==> config.mk <==
export PLATFORM = sky130hd
export DESIGN_NAME = i2cee_ctrl
export DESIGN_NICKNAME = d
export VERILOG_FILES = /design/src/sv/i2cee_pkg.sv /design/src/sv/i2cee_ctrl.sv
export SDC_FILE = /design/constraint.sdc
export NUM_CORES = 1
export LEC_CHECK = 0
export BUFFER_PORTS_ARGS = -buffer_cell sky130_fd_sc_hd__buf_2
export CORE_AREA = 5 5 42 44
export CTS_BUF_LIST = sky130_fd_sc_hd__clkbuf_8
export DETAILED_ROUTE_END_ITERATION = 10
export DIE_AREA = 0 0 47 49
export HOLD_SLACK_MARGIN = 0.05
export PLACE_DENSITY = 0.49
export SYNTH_ARGS = -nofsm -noshare
export SYNTH_HDL_FRONTEND = slang
export SYNTH_SLANG_ARGS = --single-unit
==> constraint.sdc <==
create_clock -name clk_i -period 2.7 [get_ports clk_i]
set_clock_uncertainty 0.2 [all_clocks]
set_input_delay 0.27 -clock clk_i [delete_from_list [all_inputs] [get_ports clk_i]]
set_output_delay 0.27 -clock clk_i [all_outputs]
set_load 0.01 [all_outputs]
==> src/sv/i2cee_pkg.sv <==
// ----------------------------------------------------------------------------
// i2cee_pkg
// Shared types and constants for the i2c eeprom address pointer block
// ----------------------------------------------------------------------------
package i2cee_pkg;

  localparam int DEF_MEM_BYTES = 3072;
  localparam int DATA_W        = 8;
  localparam int ADDR_IN_W     = 16;
  localparam int MOD_W         = ADDR_IN_W + 1;
  localparam int RED_STEPS     = 3;
  localparam int RED_CNT_W     = 2;
  localparam int PROD_W        = 2 * ADDR_IN_W + 1;

  localparam logic [1:0] MODE_START_WRITE = 2'd0;
  localparam logic [1:0] MODE_START_READ  = 2'd1;
  localparam logic [1:0] MODE_WRITE_BYTE  = 2'd2;
  localparam logic [1:0] MODE_READ_BYTE   = 2'd3;

  localparam logic [1:0] PHASE_IDLE = 2'd0;
  localparam logic [1:0] PHASE_LOW  = 2'd1;
  localparam logic [1:0] PHASE_HIGH = 2'd2;

  typedef enum logic [2:0] {
    ST_CLEAR,
    ST_IDLE,
    ST_REDUCE,
    ST_SET_PTR,
    ST_READ,
    ST_OUT
  } state_e;

  typedef struct packed {
    logic clr_en;
    logic arm;
    logic latch_hi;
    logic red_load_pair;
    logic red_load_hi;
    logic red_step;
    logic ptr_load;
    logic mem_wr;
    logic mem_rd;
  } cmd_t;

  typedef struct packed {
    logic [1:0] phase;
    logic       clr_last;
    logic       red_last;
  } status_t;

endpackage

==> src/sv/i2cee_ctrl.sv <==
// ----------------------------------------------------------------------------
// i2cee_ctrl
// Controller: sequences clear, address reduction, writes and reads
// ----------------------------------------------------------------------------
module i2cee_ctrl import i2cee_pkg::*; (
  input  logic       clk_i,
  input  logic       rst_ni,
  input  logic       start,
  input  logic [1:0] mode_i,
  input  status_t    status_i,
  output cmd_t       cmd_o,
  output logic       busy,
  output logic       result_valid_o
);

  state_e state_q, state_d;
  logic   rd_pend_q, rd_pend_d;

  always_ff @(posedge clk_i or negedge rst_ni) begin
    if (!rst_ni) begin
      state_q   <= ST_CLEAR;
      rd_pend_q <= 1'b0;
    end else begin
      state_q   <= state_d;
      rd_pend_q <= rd_pend_d;
    end
  end

  always_comb begin
    state_d        = state_q;
    rd_pend_d      = rd_pend_q;
    cmd_o          = '0;
    busy           = 1'b1;
    result_valid_o = 1'b0;
    unique case (state_q)
      ST_CLEAR: begin
        cmd_o.clr_en = 1'b1;
        if (status_i.clr_last) begin
          state_d = ST_IDLE;
        end
      end
      ST_IDLE: begin
        busy = 1'b0;
        if (start) begin
          unique case (mode_i)
            MODE_START_WRITE: begin
              cmd_o.arm = 1'b1;
            end
            MODE_START_READ: begin
            end
            MODE_WRITE_BYTE: begin
              priority if (status_i.phase == PHASE_HIGH) begin
                cmd_o.latch_hi = 1'b1;
              end else if (status_i.phase == PHASE_LOW) begin
                cmd_o.red_load_pair = 1'b1;
                rd_pend_d           = 1'b0;
                state_d             = ST_REDUCE;
              end else begin
                cmd_o.mem_wr = 1'b1;
              end
            end
            MODE_READ_BYTE: begin
              if (status_i.phase == PHASE_LOW) begin
                cmd_o.red_load_hi = 1'b1;
                rd_pend_d         = 1'b1;
                state_d           = ST_REDUCE;
              end else begin
                state_d = ST_READ;
              end
            end
            default: begin
            end
          endcase
        end
      end
      ST_REDUCE: begin
        cmd_o.red_step = 1'b1;
        if (status_i.red_last) begin
          state_d = ST_SET_PTR;
        end
      end
      ST_SET_PTR: begin
        cmd_o.ptr_load = 1'b1;
        state_d        = rd_pend_q ? ST_READ : ST_IDLE;
      end
      ST_READ: begin
        cmd_o.mem_rd = 1'b1;
        state_d      = ST_OUT;
      end
      ST_OUT: begin
        result_valid_o = 1'b1;
        state_d        = ST_IDLE;
      end
      default: begin
        state_d = ST_IDLE;
      end
    endcase
  end

endmodule

; Word level (Yosys, flattened, before mapping)
; Cells that the tools add are included.
[classes]
reduce_logical = 5
mux = 32
n_eq_ne = 18
[ops]
columns = op, n
row1 = $mux 3, 7
row2 = $mux 1, 19
row3 = $pmux 3 s5, 1
row4 = $ne 2x2->1 const B, 6
row5 = $reduce_and 6->1, 2
row6 = $mux 4, 2
row7 = $eq 2x2->1 const B, 3
row8 = $eq 3x2->1 const B, 2
row9 = $eq 3x3->1 const B, 2
row10 = $ne 3x3->1 const B, 2
row11 = $pmux 3 s2, 1
row12 = $eq 3x1->1 const B, 1
row13 = $logic_not 3->1, 1
row14 = $ne 3x1->1 const B, 1
row15 = $eq 2x1->1 const B, 1
row16 = $logic_not 2->1, 1
row17 = $mux 2, 1
row18 = $pmux 1 s2, 1
row19 = $reduce_bool 2->1, 1
[totals]
regBits = 4
wordCells = 57
inputBits = 9
out_inout_bits = 11

; Longest topological paths before layout
[depth]
ltp_word = 6
depth_mapped = 5
ltp_nobuf = 5

; Worst setup path after synthesis
; OpenSTA, ideal clock, no wires.
[synth_path]
path_kind = register to output
start = register state_q[1]
end = output port cmd_o[7] (netlist bit)
stages_incl_launch_ff = 5
path_slack_ps = 866
arrival_ps = 1364
path_buffers = 1
required_ps = 2230
cell_sequence = dfrtp_1 clkbuf_2 nor3b_4 inv_2 nor4b_1
[synth_lines]
columns = item, line
row1 = from (decl), i2cee_ctrl.sv:16  ; state_e state_q, state_d;
row2 = from (signal assigned), i2cee_ctrl.sv:24  ; state_q <= state_d;
row3 = to (decl), i2cee_ctrl.sv:11  ; output cmd_t cmd_o,

==> impl_metrics.ini <==
[critical_path]
arrival_ns = 1.56
r2r-start = state_q[2]
crit_required_ns = 2.23
slowest_delay_ns = 0.45
worst_setup_path_end_kind = output pin
path_delay_family = simple AND/OR/NAND/NOR gates
cp_num_buf_inv = 2
crit_start = state_q[2]
path_class = flip-flop to output pin
critPathMaxFanout = 7
cp_slowest_cell = dfrtp_1
cp-start-kind = flip-flop
crit_chain = nor3b_4, inv_2, nor4b_1, buf_2

[global_route]
grt_pass1_vias = 344
grt_max_degree = 9
grtUsageTotal_pct = 8.47
grt_remaining_overflow = 0
antenna_found_initial = 0
grt_pass1_wl_um = 1400

[power]
ir_drop_mv = 0.253
p_leak_uw = 0.000277
powerDensity_mw_per_mm2 = 890

[synthesis]
yosysSeqAreaShare_pct = 27.8
synthCells = 41
synth_flop_cell = dfrtp_1
synth_edf_count = 0
synth_top_cell_by_area = dfrtp_1
postSynthAreaPerCell_um2 = 8.79
synth.distinct_cells = 27
netlist_area_um2 = 360
synth_top_area_share_pct = 27.8
synth-seq-cells = 4
async_reset_ff_share_pct = 100
synth_area_leaders = dfrtp_1 (28%), and2_1 (6.9%), ha_1 (6.9%)
synthTopCellsByCount = and2_1 (4), dfrtp_1 (4), nand2_1 (4), inv_1 (3), nor3_1 (3)
synth.net_count = 52
ys_warn_count = 0

[floorplan]
dieHeight_um = 49
die-area_mm2 = 0.00230
core-area_mm2 = 0.00140
io_pins = 20
rows = 14
start_util_pct = 25.7
fp.dieW_um = 47

[clock_network]
cts_resized = 0
htree_num_levels = 1
clk_latency_ns = 0.22
cts_setup_buffers = 0
clock_path_buffers = 2
clock-sinks = 4
numCtsBuffers = 3
path_clk_slew_ns = 0.03
cts_tree = built
cts-root-buf = clkbuf_8

[sta]
setup_viol = 0
slew_viol_final = 0
timing.hold.ws_ns = 0.179
finalCriticalPeriod_ns = 2.03
tightest_slew_ns = 0.317
maxSlewHeadroom_pct = 78.6
final.setup.tns_ns = 0
finalCritPeriodShare_pct = 75.1
fmax_ghz = 0.493
rsz0062_at_grt = no
finalHoldViolCount = 0

[finish]
nNetsFinal = 76
drive_gt1_share_pct = 41.3
fillers = 166
final_cells = 79
diodes = 0
final_area_um2 = 522
area_delta_synth_final_pct = 44.8

[detailed_routing]
ant_nets = 0
firstDrtPassIters = 1
vias_per_cell = 4.68
drt_iter0_markers = 0
wl_um = 910
wl_per_cell_um = 11.5
route.detailed.drc = 0
num_vias = 370

[min_path]
hold_path.class = primary input to async pin

[place]
place_inst = 75
dpl_cell_area_um2 = 470
place.gp.congestion = 0.751
dp_hpwl_um = 705
io_buffers = 19

[job]
cap_violations = 0

[run_status]
outcome = completed
## kinds of logic after synthesis
group                    share of synthesized area, %
AO/OA/AOI/OAI                                    19.8
multiplexers                                     2.78
adder cells (fa/ha/maj)                          6.94
AND/OR/NAND/NOR                                  37.2
flip-flops                                       27.8
buffers and inverters                            5.55
## flip-flops by register name, summed over array words and instances (netlist names)
register / cells
state_q: 3
rd_pend_q: 1
## cell type report
cell class,count,area (um2),share of cell area (%)
Sequential cell,4,100,19.2
Tap cell,16,20.0,3.84
Inverter,4,15.0,2.88
Timing Repair Buffer,20,105,20.1
Clock buffer,3,41.3,7.91
Multi-Input combinational cell,32,240,46.0
## stage by stage
stage	utilization (%)	setup slack, ns	power, uW
2_1_floorplan	-	0.866	271
3_3_place_gp	33.6	0.893	339
3_5_place_dp	33.6	0.906	338
4_1_cts	37.2	0.650	475
5_1_grt	37.2	0.558	502
6_report	37.2	0.673	465
## path summary, 6_finish.rpt
path / cells after the start / slack (ns) / to
worst max-delay path: 4 / 0.67 / cmd_o[7]
worst min-delay path: 2 / 0.18 / state_q[2]
worst max register to register: 4 / 0.99 / state_q[2]
worst min register to register: 1 / 0.35 / rd_pend_q
max in group asynchronous: 2 / 2.00 / rd_pend_q
min in group clk_i: 4 / 0.22 / state_q[0]
## cell usage in the layout, fill, tap and decap left out
cell type,synthesis,final
a311o_1,1,1
nor3_1,3,3
o211ai_1,1,1
and3_2,1,1
a22oi_1,1,1
clkbuf_8,0,3
nor2b_1,1,1
o22a_1,1,1
nand2_1,4,4
o2111a_1,1,1
a21oi_1,1,1
mux2i_1,1,1
nor2_1,1,1
nor4b_1,1,1
dlygate4sd3_1,0,1
a2bb2oi_1,1,1
or3_1,1,1
inv_1,3,3
nor3b_4,1,1
buf_2,0,19
and3b_2,1,1
o21a_1,1,1
ha_1,2,2
o21ai_0,1,1
nor3b_1,1,1
and4b_1,1,1
dfrtp_1,4,4
inv_2,1,1
and2_1,4,4
## metal layers
| layer | wire length, um | GRT usage [%] |
|---|---|---|
| met1 | 407 | 10.8 |
| met2 | 385 | 10.9 |
| met3 | 104 | 2.95 |
| met4 | 12 | 6.91 |
| met5 | 0 | 0 |
## what timing repair did
| action | in CTS | in global routing |
|---|---|---|
| endpoints found under the hold margin | 4 | 0 |
| endpoints found under the setup margin | 0 | 0 |
| hold buffers | 1 | 0 |
## worst register-to-register path, stage by stage (launching register included)
cell and delay [ns]:
dfrtp_1 0.45, nor3b_4 0.36, inv_2 0.09, or3_1 0.36, a22oi_1 0.16
## where the power goes
part	switching [uW]	internal [uW]	total, uW
registers	41.5	85.4	127
clock network	33.2	95.2	128
logic	104	105	209
total	179	286	465
No activity file was read; power rests on OpenSTA's default activity.
